[src/design/mwsm_pkg.sv]
`timescale 1ns / 1ps
`default_nettype none
// ----------------------------------------------------------------------------
// Mecanum wheel speed mixer package
// Shared widths, register indexes, reset values and the microcode ROM that
// sequences the shared multiplier datapath.
// ----------------------------------------------------------------------------
package mwsm_pkg;

    localparam int CMD_W    = 16;   // Q4.12 command and target width
    localparam int SMOOTH_W = 24;   // Q4.20 smoothed axis width
    localparam int SPEED_W  = 24;   // Q12.12 wheel speed width
    localparam int CFG_W    = 16;   // widest configuration register
    localparam int CFG_IDX_W = 3;
    localparam int GAIN_W   = 13;
    localparam int DBAND_W  = 12;
    localparam int AGE_W    = 16;

    // Multiplier operand and product widths.
    localparam int MUL_A_W  = 25;
    localparam int MUL_B_W  = 33;
    localparam int MUL_P_W  = MUL_A_W + MUL_B_W;

    // Register indexes on the configuration port.
    localparam logic [CFG_IDX_W-1:0] REG_INV_RADIUS = 3'd0;
    localparam logic [CFG_IDX_W-1:0] REG_HALF_BASE  = 3'd1;
    localparam logic [CFG_IDX_W-1:0] REG_TIMEOUT    = 3'd2;
    localparam logic [CFG_IDX_W-1:0] REG_GAIN       = 3'd3;
    localparam logic [CFG_IDX_W-1:0] REG_DEADBAND   = 3'd4;

    // Reset values of the configuration registers.
    localparam logic [CFG_W-1:0]   RST_INV_RADIUS = 16'd5120;
    localparam logic [CFG_W-1:0]   RST_HALF_BASE  = 16'd2048;
    localparam logic [CFG_W-1:0]   RST_TIMEOUT    = 16'd100;
    localparam logic [GAIN_W-1:0]  RST_GAIN       = 13'd819;
    localparam logic [DBAND_W-1:0] RST_DEADBAND   = 12'd4;

    localparam logic [AGE_W-1:0] AGE_MAX = '1;

    // Tick program step index width.
    localparam int STEP_W = 3;

    typedef enum logic [2:0] {
        A_ZERO,
        A_DIFF_X,
        A_DIFF_Y,
        A_DIFF_Z,
        A_HALF_BASE,
        A_DIFF_LR,
        A_DEAD_Z,
        A_SUM_LR
    } a_sel_t;

    typedef enum logic [1:0] {
        B_GAIN,
        B_RADIUS,
        B_K
    } b_sel_t;

    typedef enum logic [1:0] {
        W_NONE,
        W_X,
        W_Y,
        W_Z
    } wr_sel_t;

    typedef struct packed {
        a_sel_t  a_sel;
        b_sel_t  b_sel;
        wr_sel_t wr_sel;
        logic    ld_k;
        logic    ld_um;
        logic    ld_v;
        logic    ld_out;
        logic    wait_out;
        logic    done;
    } ucode_t;

    // Tick program. The product register always holds the result of the
    // previous step's multiply, so each step consumes what the one before
    // it started.
    function automatic ucode_t ucode_rom(input logic [STEP_W-1:0] step);
        ucode_t w;
        w = '{a_sel: A_ZERO, b_sel: B_GAIN, wr_sel: W_NONE, ld_k: 1'b0,
              ld_um: 1'b0, ld_v: 1'b0, ld_out: 1'b0, wait_out: 1'b0,
              done: 1'b0};
        unique case (step)
            3'd0: begin
                w.a_sel = A_DIFF_X;
                w.b_sel = B_GAIN;
            end
            3'd1: begin
                w.wr_sel = W_X;
                w.a_sel  = A_DIFF_Y;
                w.b_sel  = B_GAIN;
            end
            3'd2: begin
                w.wr_sel = W_Y;
                w.a_sel  = A_DIFF_Z;
                w.b_sel  = B_GAIN;
            end
            3'd3: begin
                w.wr_sel = W_Z;
                w.a_sel  = A_HALF_BASE;
                w.b_sel  = B_RADIUS;
            end
            3'd4: begin
                w.ld_k  = 1'b1;
                w.a_sel = A_DIFF_LR;
                w.b_sel = B_RADIUS;
            end
            3'd5: begin
                w.ld_um = 1'b1;
                w.a_sel = A_DEAD_Z;
                w.b_sel = B_K;
            end
            3'd6: begin
                w.ld_v  = 1'b1;
                w.a_sel = A_SUM_LR;
                w.b_sel = B_RADIUS;
            end
            3'd7: begin
                w.ld_out   = 1'b1;
                w.wait_out = 1'b1;
                w.done     = 1'b1;
            end
            default: begin
                w.done = 1'b1;
            end
        endcase
        return w;
    endfunction

endpackage
`default_nettype wire

[src/design/mwsm_datapath.sv]
`timescale 1ns / 1ps
`default_nettype none
// ----------------------------------------------------------------------------
// Mecanum wheel speed mixer datapath
// Smoothed axis registers, one shared signed multiplier with a product
// register, and the wheel rounding and saturation stage.
// ----------------------------------------------------------------------------
module mwsm_datapath (
    input  wire logic                                  aclk,
    input  wire logic                                  aresetn,
    input  wire logic                                  step_en,
    input  wire mwsm_pkg::ucode_t                      ctrl,
    input  wire logic signed [mwsm_pkg::CMD_W-1:0]     target_x,
    input  wire logic signed [mwsm_pkg::CMD_W-1:0]     target_y,
    input  wire logic signed [mwsm_pkg::CMD_W-1:0]     target_z,
    input  wire logic        [mwsm_pkg::CFG_W-1:0]     inv_radius,
    input  wire logic        [mwsm_pkg::CFG_W-1:0]     half_base,
    input  wire logic        [mwsm_pkg::GAIN_W-1:0]    gain,
    input  wire logic        [mwsm_pkg::DBAND_W-1:0]   deadband,
    output logic signed      [mwsm_pkg::SPEED_W-1:0]   speed_fl,
    output logic signed      [mwsm_pkg::SPEED_W-1:0]   speed_fr,
    output logic signed      [mwsm_pkg::SPEED_W-1:0]   speed_rl,
    output logic signed      [mwsm_pkg::SPEED_W-1:0]   speed_rr
);
    import mwsm_pkg::*;

    localparam int UM_W = 42;   // (lx -/+ ly) * radius
    localparam int V_W  = 57;   // az * half_base * radius
    localparam int K_W  = 32;   // half_base * radius
    localparam int WS_W = 60;   // wheel product before rounding

    logic signed [SMOOTH_W-1:0] sx_reg, sy_reg, sz_reg;
    logic signed [SMOOTH_W-1:0] sx_next, sy_next, sz_next;
    logic signed [MUL_P_W-1:0]  prod_reg;
    logic        [K_W-1:0]      k_reg;
    logic signed [UM_W-1:0]     um_reg;
    logic signed [V_W-1:0]      v_reg;

    logic signed [MUL_A_W-1:0]  a_op;
    logic signed [MUL_B_W-1:0]  b_op;
    logic signed [MUL_P_W-1:0]  mul_res;
    logic signed [SMOOTH_W-1:0] dx, dy, dz;
    logic signed [SMOOTH_W-1:0] smooth_upd;
    logic signed [UM_W-1:0]     up;

    function automatic logic signed [MUL_A_W-1:0] diff(
        input logic signed [CMD_W-1:0]    t,
        input logic signed [SMOOTH_W-1:0] s
    );
        logic signed [MUL_A_W-1:0] tq;
        logic signed [MUL_A_W-1:0] sq;
        tq = {t[CMD_W-1], t, 8'b0};
        sq = {s[SMOOTH_W-1], s};
        return tq - sq;
    endfunction

    function automatic logic signed [SMOOTH_W-1:0] dead(
        input logic signed [SMOOTH_W-1:0] s,
        input logic        [DBAND_W-1:0]  db
    );
        logic [SMOOTH_W-1:0] mag;
        logic [SMOOTH_W-1:0] thr;
        mag = s[SMOOTH_W-1] ? (~s + 1'b1) : s;
        thr = {4'b0, db, 8'b0};
        return (mag < thr) ? '0 : s;
    endfunction

    function automatic logic signed [SPEED_W-1:0] sat24(input logic signed [31:0] x);
        logic signed [31:0] hi;
        logic signed [31:0] lo;
        hi = 32'sd8388607;
        lo = -32'sd8388608;
        if (x > hi) begin
            return hi[SPEED_W-1:0];
        end else if (x < lo) begin
            return lo[SPEED_W-1:0];
        end
        return x[SPEED_W-1:0];
    endfunction

    function automatic logic signed [SPEED_W-1:0] wheel(
        input logic signed [UM_W-1:0] u,
        input logic signed [V_W-1:0]  v,
        input logic                   neg
    );
        logic signed [WS_W-1:0] us;
        logic signed [WS_W-1:0] vs;
        logic signed [WS_W-1:0] p;
        us = {{(WS_W-UM_W-12){u[UM_W-1]}}, u, 12'b0};
        vs = {{(WS_W-V_W){v[V_W-1]}}, v};
        p  = neg ? (us - vs) : (us + vs);
        p  = p + (WS_W'(1) <<< 27);
        return sat24(p[59:28]);
    endfunction

    // Deadbanded axes come straight off the smoothed registers.
    assign dx = dead(sx_reg, deadband);
    assign dy = dead(sy_reg, deadband);
    assign dz = dead(sz_reg, deadband);

    always_comb begin
        case (ctrl.a_sel)
            A_DIFF_X:    a_op = diff(target_x, sx_reg);
            A_DIFF_Y:    a_op = diff(target_y, sy_reg);
            A_DIFF_Z:    a_op = diff(target_z, sz_reg);
            A_HALF_BASE: a_op = {9'b0, half_base};
            A_DIFF_LR:   a_op = {dx[SMOOTH_W-1], dx} - {dy[SMOOTH_W-1], dy};
            A_DEAD_Z:    a_op = {dz[SMOOTH_W-1], dz};
            A_SUM_LR:    a_op = {dx[SMOOTH_W-1], dx} + {dy[SMOOTH_W-1], dy};
            default:     a_op = '0;
        endcase
    end

    always_comb begin
        case (ctrl.b_sel)
            B_GAIN:   b_op = {20'b0, gain};
            B_RADIUS: b_op = {17'b0, inv_radius};
            B_K:      b_op = {1'b0, k_reg};
            default:  b_op = '0;
        endcase
    end

    assign mul_res = {{MUL_B_W{a_op[MUL_A_W-1]}}, a_op} *
                     {{MUL_A_W{b_op[MUL_B_W-1]}}, b_op};

    // Smoothing update for whichever axis the product belongs to: the step
    // is the product rounded to nearest (ties up) and shifted down by 12.
    always_comb begin
        logic signed [37:0]         rnd;
        logic signed [26:0]         sum;
        logic signed [SMOOTH_W-1:0] s_old;
        case (ctrl.wr_sel)
            W_Y:     s_old = sy_reg;
            W_Z:     s_old = sz_reg;
            default: s_old = sx_reg;
        endcase
        rnd = prod_reg[37:0] + 38'sd2048;
        sum = {{3{s_old[SMOOTH_W-1]}}, s_old} + {rnd[37], rnd[37:12]};
        if (sum > 27'sd8388607) begin
            smooth_upd = 24'sh7FFFFF;
        end else if (sum < -27'sd8388608) begin
            smooth_upd = 24'sh800000;
        end else begin
            smooth_upd = sum[SMOOTH_W-1:0];
        end
    end

    always_comb begin
        sx_next = sx_reg;
        sy_next = sy_reg;
        sz_next = sz_reg;
        if (step_en) begin
            case (ctrl.wr_sel)
                W_X:     sx_next = smooth_upd;
                W_Y:     sy_next = smooth_upd;
                W_Z:     sz_next = smooth_upd;
                default: ;
            endcase
        end
    end

    always_ff @(posedge aclk) begin
        if (!aresetn) begin
            sx_reg <= '0;
            sy_reg <= '0;
            sz_reg <= '0;
        end else begin
            sx_reg <= sx_next;
            sy_reg <= sy_next;
            sz_reg <= sz_next;
        end
    end

    always_ff @(posedge aclk) begin
        if (step_en) begin
            prod_reg <= mul_res;
            if (ctrl.ld_k) begin
                k_reg <= prod_reg[K_W-1:0];
            end
            if (ctrl.ld_um) begin
                um_reg <= prod_reg[UM_W-1:0];
            end
            if (ctrl.ld_v) begin
                v_reg <= prod_reg[V_W-1:0];
            end
        end
    end

    // On the last step the product register holds (lx + ly) * radius.
    assign up = prod_reg[UM_W-1:0];

    assign speed_fl = wheel(um_reg, v_reg, 1'b1);
    assign speed_fr = wheel(up,     v_reg, 1'b0);
    assign speed_rl = wheel(up,     v_reg, 1'b1);
    assign speed_rr = wheel(um_reg, v_reg, 1'b0);

endmodule
`default_nettype wire

[src/design/mecanum_wheel_speed_mixer.sv]
`timescale 1ns / 1ps
`default_nettype none
// ----------------------------------------------------------------------------
// Mecanum wheel speed mixer
// Command timeout, per-axis smoothing with deadband, and four-wheel mecanum
// inverse kinematics driven by a small microcoded sequencer.
// ----------------------------------------------------------------------------
//
//  Channel   Direction  Handshake          Carries
//  s_*       in         s_valid/s_ready    opcode plus velocity command
//  m_*       out        m_valid/m_ready    four wheel speeds and timeout flag
//  cfg_*     in         cfg_wr_en          register index and write data
//
// A velocity command is absorbed in the cycle it is accepted and produces no
// item. A control tick runs an eight-step program that shares one 25 x 33
// bit multiplier; its item is loaded into the output register on the last
// step, and no further item is taken until the program ends. The input
// side is free again then, even while a result still sits in the output
// register. The last step holds only when that register is full and not
// being drained. Reset is synchronous and active low; the block comes out
// of reset already timed out.
//
module mecanum_wheel_speed_mixer (
    input  wire logic                                    aclk,
    input  wire logic                                    aresetn,
    // Input items
    input  wire logic                                    s_valid,
    output logic                                         s_ready,
    input  wire logic                                    s_opcode,
    input  wire logic signed [mwsm_pkg::CMD_W-1:0]       s_cmd_forward,
    input  wire logic signed [mwsm_pkg::CMD_W-1:0]       s_cmd_sideways,
    input  wire logic signed [mwsm_pkg::CMD_W-1:0]       s_cmd_turn,
    // Result items
    output logic                                         m_valid,
    input  wire logic                                    m_ready,
    output logic signed      [mwsm_pkg::SPEED_W-1:0]     m_front_left_speed,
    output logic signed      [mwsm_pkg::SPEED_W-1:0]     m_front_right_speed,
    output logic signed      [mwsm_pkg::SPEED_W-1:0]     m_rear_left_speed,
    output logic signed      [mwsm_pkg::SPEED_W-1:0]     m_rear_right_speed,
    output logic                                         m_timed_out,
    // Configuration writes
    input  wire logic                                    cfg_wr_en,
    input  wire logic        [mwsm_pkg::CFG_IDX_W-1:0]   cfg_index,
    input  wire logic        [mwsm_pkg::CFG_W-1:0]       cfg_data
);
    import mwsm_pkg::*;

    localparam logic OP_COMMAND = 1'b0;

    // Configuration registers.
    logic [CFG_W-1:0]   inv_radius_reg;
    logic [CFG_W-1:0]   half_base_reg;
    logic [CFG_W-1:0]   timeout_reg;
    logic [GAIN_W-1:0]  gain_reg;
    logic [DBAND_W-1:0] deadband_reg;

    // Targets and command age.
    logic signed [CMD_W-1:0] tgt_x_reg, tgt_y_reg, tgt_z_reg;
    logic signed [CMD_W-1:0] tgt_x_next, tgt_y_next, tgt_z_next;
    logic [AGE_W-1:0]        age_reg, age_next;
    logic [AGE_W-1:0]        age_inc;
    logic                    tick_timeout;
    logic                    to_flag_reg;

    // Sequencer.
    logic              busy_reg, busy_next;
    logic [STEP_W-1:0] step_reg, step_next;
    ucode_t            ctrl;
    logic              stall;
    logic              step_en;

    logic in_accept;
    logic is_cmd;

    logic signed [SPEED_W-1:0] speed_fl, speed_fr, speed_rl, speed_rr;
    logic                      out_valid_reg, out_valid_next;

    always_ff @(posedge aclk) begin
        if (!aresetn) begin
            inv_radius_reg <= RST_INV_RADIUS;
            half_base_reg  <= RST_HALF_BASE;
            timeout_reg    <= RST_TIMEOUT;
            gain_reg       <= RST_GAIN;
            deadband_reg   <= RST_DEADBAND;
        end else if (cfg_wr_en) begin
            unique case (cfg_index)
                REG_INV_RADIUS: inv_radius_reg <= cfg_data;
                REG_HALF_BASE:  half_base_reg  <= cfg_data;
                REG_TIMEOUT:    timeout_reg    <= cfg_data;
                REG_GAIN:       gain_reg       <= cfg_data[GAIN_W-1:0];
                REG_DEADBAND:   deadband_reg   <= cfg_data[DBAND_W-1:0];
                default: ;
            endcase
        end
    end

    // The input side only waits while a tick program is running.
    assign s_ready   = !busy_reg;
    assign in_accept = s_valid && s_ready;
    assign is_cmd    = (s_opcode == OP_COMMAND);

    // The age saturates rather than wrapping, and the timeout is judged on
    // the incremented value, so a timeout of all ones can never trip.
    assign age_inc      = (age_reg == AGE_MAX) ? age_reg : age_reg + 1'b1;
    assign tick_timeout = (age_inc > timeout_reg);

    always_comb begin
        tgt_x_next = tgt_x_reg;
        tgt_y_next = tgt_y_reg;
        tgt_z_next = tgt_z_reg;
        age_next   = age_reg;
        if (in_accept) begin
            if (is_cmd) begin
                tgt_x_next = s_cmd_forward;
                tgt_y_next = s_cmd_sideways;
                tgt_z_next = s_cmd_turn;
                age_next   = '0;
            end else begin
                age_next = age_inc;
                if (tick_timeout) begin
                    tgt_x_next = '0;
                    tgt_y_next = '0;
                    tgt_z_next = '0;
                end
            end
        end
    end

    always_ff @(posedge aclk) begin
        if (!aresetn) begin
            tgt_x_reg <= '0;
            tgt_y_reg <= '0;
            tgt_z_reg <= '0;
            age_reg   <= AGE_MAX;
        end else begin
            tgt_x_reg <= tgt_x_next;
            tgt_y_reg <= tgt_y_next;
            tgt_z_reg <= tgt_z_next;
            age_reg   <= age_next;
        end
    end

    always_ff @(posedge aclk) begin
        if (in_accept && !is_cmd) begin
            to_flag_reg <= tick_timeout;
        end
    end

    // Microcode fetch. A step marked to wait on the output jumps to itself
    // while the previous result has not been taken.
    assign ctrl    = ucode_rom(step_reg);
    assign stall   = ctrl.wait_out && out_valid_reg && !m_ready;
    assign step_en = busy_reg && !stall;

    always_comb begin
        busy_next = busy_reg;
        step_next = step_reg;
        if (busy_reg) begin
            if (!stall) begin
                if (ctrl.done) begin
                    busy_next = 1'b0;
                    step_next = '0;
                end else begin
                    step_next = step_reg + 1'b1;
                end
            end
        end else if (in_accept && !is_cmd) begin
            busy_next = 1'b1;
            step_next = '0;
        end
    end

    always_ff @(posedge aclk) begin
        if (!aresetn) begin
            busy_reg <= 1'b0;
            step_reg <= '0;
        end else begin
            busy_reg <= busy_next;
            step_reg <= step_next;
        end
    end

    mwsm_datapath u_datapath (
        .aclk       (aclk),
        .aresetn    (aresetn),
        .step_en    (step_en),
        .ctrl       (ctrl),
        .target_x   (tgt_x_reg),
        .target_y   (tgt_y_reg),
        .target_z   (tgt_z_reg),
        .inv_radius (inv_radius_reg),
        .half_base  (half_base_reg),
        .gain       (gain_reg),
        .deadband   (deadband_reg),
        .speed_fl   (speed_fl),
        .speed_fr   (speed_fr),
        .speed_rl   (speed_rl),
        .speed_rr   (speed_rr)
    );

    // Output register: loaded on the final step, drained by m_ready.
    always_comb begin
        out_valid_next = out_valid_reg;
        if (step_en && ctrl.ld_out) begin
            out_valid_next = 1'b1;
        end else if (m_ready) begin
            out_valid_next = 1'b0;
        end
    end

    always_ff @(posedge aclk) begin
        if (!aresetn) begin
            out_valid_reg <= 1'b0;
        end else begin
            out_valid_reg <= out_valid_next;
        end
    end

    always_ff @(posedge aclk) begin
        if (step_en && ctrl.ld_out) begin
            m_front_left_speed  <= speed_fl;
            m_front_right_speed <= speed_fr;
            m_rear_left_speed   <= speed_rl;
            m_rear_right_speed  <= speed_rr;
            m_timed_out         <= to_flag_reg;
        end
    end

    assign m_valid = out_valid_reg;

endmodule
`default_nettype wire

[config.mk]
export PLATFORM = sky130hd
export DESIGN_NAME = mecanum_wheel_speed_mixer
export DESIGN_NICKNAME = d
export VERILOG_FILES = /design/src/design/mwsm_pkg.sv /design/src/design/mwsm_datapath.sv /design/src/design/mecanum_wheel_speed_mixer.sv
export SDC_FILE = /design/constraint.sdc
export NUM_CORES = 2
export LEC_CHECK = 0
export ABC_AREA = 1
export BUFFER_PORTS_ARGS = -buffer_cell sky130_fd_sc_hd__buf_2
export CAP_MARGIN = 30
export CORE_MARGIN = 2
export CORE_UTILIZATION = 40
export CTS_BUF_LIST = sky130_fd_sc_hd__clkbuf_2 sky130_fd_sc_hd__clkbuf_4 sky130_fd_sc_hd__clkbuf_8
export DETAILED_ROUTE_END_ITERATION = 12
export HOLD_SLACK_MARGIN = 0.1
export PLACE_DENSITY = 0.62
export SLEW_MARGIN = 20
export SYNTH_ARGS = -nofsm -noshare
export SYNTH_HDL_FRONTEND = slang
export SYNTH_SLANG_ARGS = --single-unit
[constraint.sdc]
create_clock -name aclk -period 10.65 [get_ports aclk]
set_input_delay 2.6625 -clock aclk [delete_from_list [all_inputs] [get_ports aclk]]
set_output_delay 2.6625 -clock aclk [all_outputs]
set_load 0.05 [all_outputs]
==> flow_summary.json <==
{
  "rows": 155,
  "mostFrequentLayoutCells": "nand2_1 (2254), inv_1 (1837), nor2_1 (1062), buf_4 (721), fa_1 (632)",
  "async_flop_share_pct": 0,
  "yosys_warnings": 0,
  "p_total_uw": 24900,
  "synthDistinctLibCells": 75,
  "max_stage_delay_ps": 580,
  "synth_area_mm2": 0.0719,
  "finalSetupViolCount": 40,
  "holdPathEnd": "u_datapath.v_reg[55]",
  "drive_gt1_share_pct": 16.5,
  "ys.flop_type": "edfxtp_1",
  "clk_latency_ps": 890,
  "reg2reg_from": "u_datapath.sy_reg[5]",
  "reg2regPathDepth": 69,
  "grt_max_degree": 74,
  "status": "finished, violations left",
  "hold_viol": 0,
  "timing.hold.ws_ps": 411,
  "fin_ws_ps": -1160,
  "reg2reg_to": "u_datapath.prod_reg[56]",
  "dp_hpwl_mm": 252,
  "cp_max_fo": 6,
  "hold_class": "reg -> reg",
  "slew_headroom_pct": 29.2,
  "layout.nets": 12298,
  "required_ps": 11200,
  "ant_nets": 0,
  "port_buffers": 171,
  "finalClockSkew_ps": 110,
  "track_usage_pct": 32.9,
  "period_minus_slack_ps": 11810,
  "synthToLayoutAreaGrowth_pct": 19.0,
  "cts_hold_buf": 0,
  "antenna_found_initial": 5,
  "fin_tns_setup_ps": -26790,
  "cts_sinks": 500,
  "path_clk_slew_ps": 70,
  "detail_route.first_pass.iterations": 8,
  "hold_path_depth": 0,
  "cts_root_buf": "clkbuf_8",
  "ios": 172,
  "maxCapViolations": 0,
  "crit_slowest_cell": "fa_1",
  "drv_slew": 0,
  "via_per_inst": 5.39,
  "p_per_area_mw_per_mm2": 291,
  "fp.dieW_um": 428,
  "die_h_um": 428,
  "final_util_pct": 47.9,
  "p_leak_uw": 0.0428,
  "grt_pass1_vias": 71781,
  "wl_per_cell_um": 23.0,
  "place.gp.congestion": 1.08,
  "drc_errors": 0,
  "dieArea_mm2": 0.183,
  "critical_path.endpoint_type": "flop",
  "htree_levels": 3,
  "ys_seq_area_share_pct": 17.9,
  "netlist_instances": 10196,
  "vias": 72285,
  "ir_drop_mv": 1.02,
  "syn_nets": 11520,
  "cts_tree": "done",
  "grt-ovfl-total": 0,
  "path_class": "reg -> reg",
  "avgSynthCellArea_um2": 7.05,
  "arrival_ps": 12360,
  "cts_buffer_depth": 3,
  "synth_edf_count": 286,
  "rsz0062_at_grt": "yes",
  "initial_utilization_pct": 40.3,
  "core_mm2": 0.179,
  "cts_buffers": 95,
  "grt_pass1_wl_mm": 454,
  "timing.fmax_mhz": 84.7,
  "pre_cts_ws_ps": -1790,
  "worst_pin_slew_ps": 1060,
  "violations": "setup timing",
  "period_share_pct": 111,
  "hp-start": "u_datapath.prod_reg[55]",
  "drt-total-wl_mm": 309,
  "start_kind": "flop",
  "synth-seq-cells": 500,
  "final_common_cell": "nand2_1",
  "drtIter0Drc": 7214,
  "r2r_slack_ps": -1160
}
layer usage:
metal / vias to the layer above / wire length [um] / global-route usage (%) / share of wire [%]
met3: 731 / 26000 / 5.95 / 8.4
met5: - / 0 / 0 / 0
met4: 0 / 17900 / 16.6 / 5.8
li1: 33553 / - / - / -
met1: 34736 / 128000 / 42.9 / 41
met2: 3265 / 137000 / 52.3 / 44
what timing repair did:
item,4_1_cts,5_1_grt
buffers inserted,102,28
gates resized for setup,298,175
endpoints found under the setup margin,44,46
pin swaps,244,102
cloned,10,0
final cells by class:
type                    count  area [um^2]
fillers                 17989        93100
repair buffers            996         7950
diodes                      4         10.0
inverters                1953         7350
well taps                2355         2950
clock inverters            45          502
flip-flops and latches    500        12900
multi-input cells        7428        52300
clock buffers             128         1620
critical path: cells and delay by family (launching register included):
kind | cells | cell delay, ps
flops | 1 | 330
buf+inv | 18 | 1470
simple gates | 22 | 2410
compound gates | 15 | 1970
fa+ha+maj | 11 | 4750
xor+xnor | 3 | 560
per-stage QoR:
step,cell area (um^2),cells
after floorplan,72500,10196
after global placement,80300,13096
after detailed placement,80400,13099
after CTS,84600,13376
after global routing,85600,13406
final,85600,13409
worst max-delay path by stage:
stage	slack, ps	start	depth (start not counted)	endpoint
global placement	-1710	u_datapath.sy_reg[0]	66	u_datapath.prod_reg[50]
global route	-1650	u_datapath.sy_reg[5]	72	u_datapath.prod_reg[56]
CTS	-1020	u_datapath.sy_reg[5]	71	u_datapath.prod_reg[56]
finish	-1160	u_datapath.sy_reg[5]	69	u_datapath.prod_reg[56]
detailed placement	-1790	u_datapath.sy_reg[1]	66	u_datapath.prod_reg[50]
floorplan	-260	u_datapath.sy_reg[6]	70	u_datapath.prod_reg[50]
report_power, final:
part | leakage (uW) | switching [uW] | internal [uW] | total [uW]
Sequential | 0.00433 | 223 | 2540 | 2760
Combinational | 0.0374 | 11100 | 8830 | 20000
Clock | 0.00111 | 994 | 1220 | 2220
Yosys cell counts, drive strengths merged, types with 18 or more instances:
cell / number / share of area, %
nor4: 38 / 0.36
o211ai: 23 / 0.25
xnor2: 74 / 0.90
clkbuf: 165 / 0.87
edfxtp: 286 / 12
a21o: 23 / 0.24
a31oi: 41 / 0.36
o21ai: 446 / 3.1
nor2: 1177 / 6.4
o21bai: 34 / 0.35
nand3: 629 / 4.5
xor2: 266 / 3.5
fa: 689 / 19
nand4: 128 / 1.1
ha: 562 / 9.8
or2: 18 / 0.16
dfxtp: 214 / 6.0
nand2: 2352 / 12
buf: 150 / 1.3
a21oi: 669 / 4.7
o22ai: 27 / 0.23
inv: 1937 / 10
nor3: 115 / 0.91
cells by family after synthesis:
kind of cell / share of synthesized area (%)
simple gates: 26.1
fa+ha+maj: 29.0
buf+inv: 12.3
compound gates: 10.4
flops: 17.9
xor+xnor: 4.35
Power figures use the tool's default switching activity.
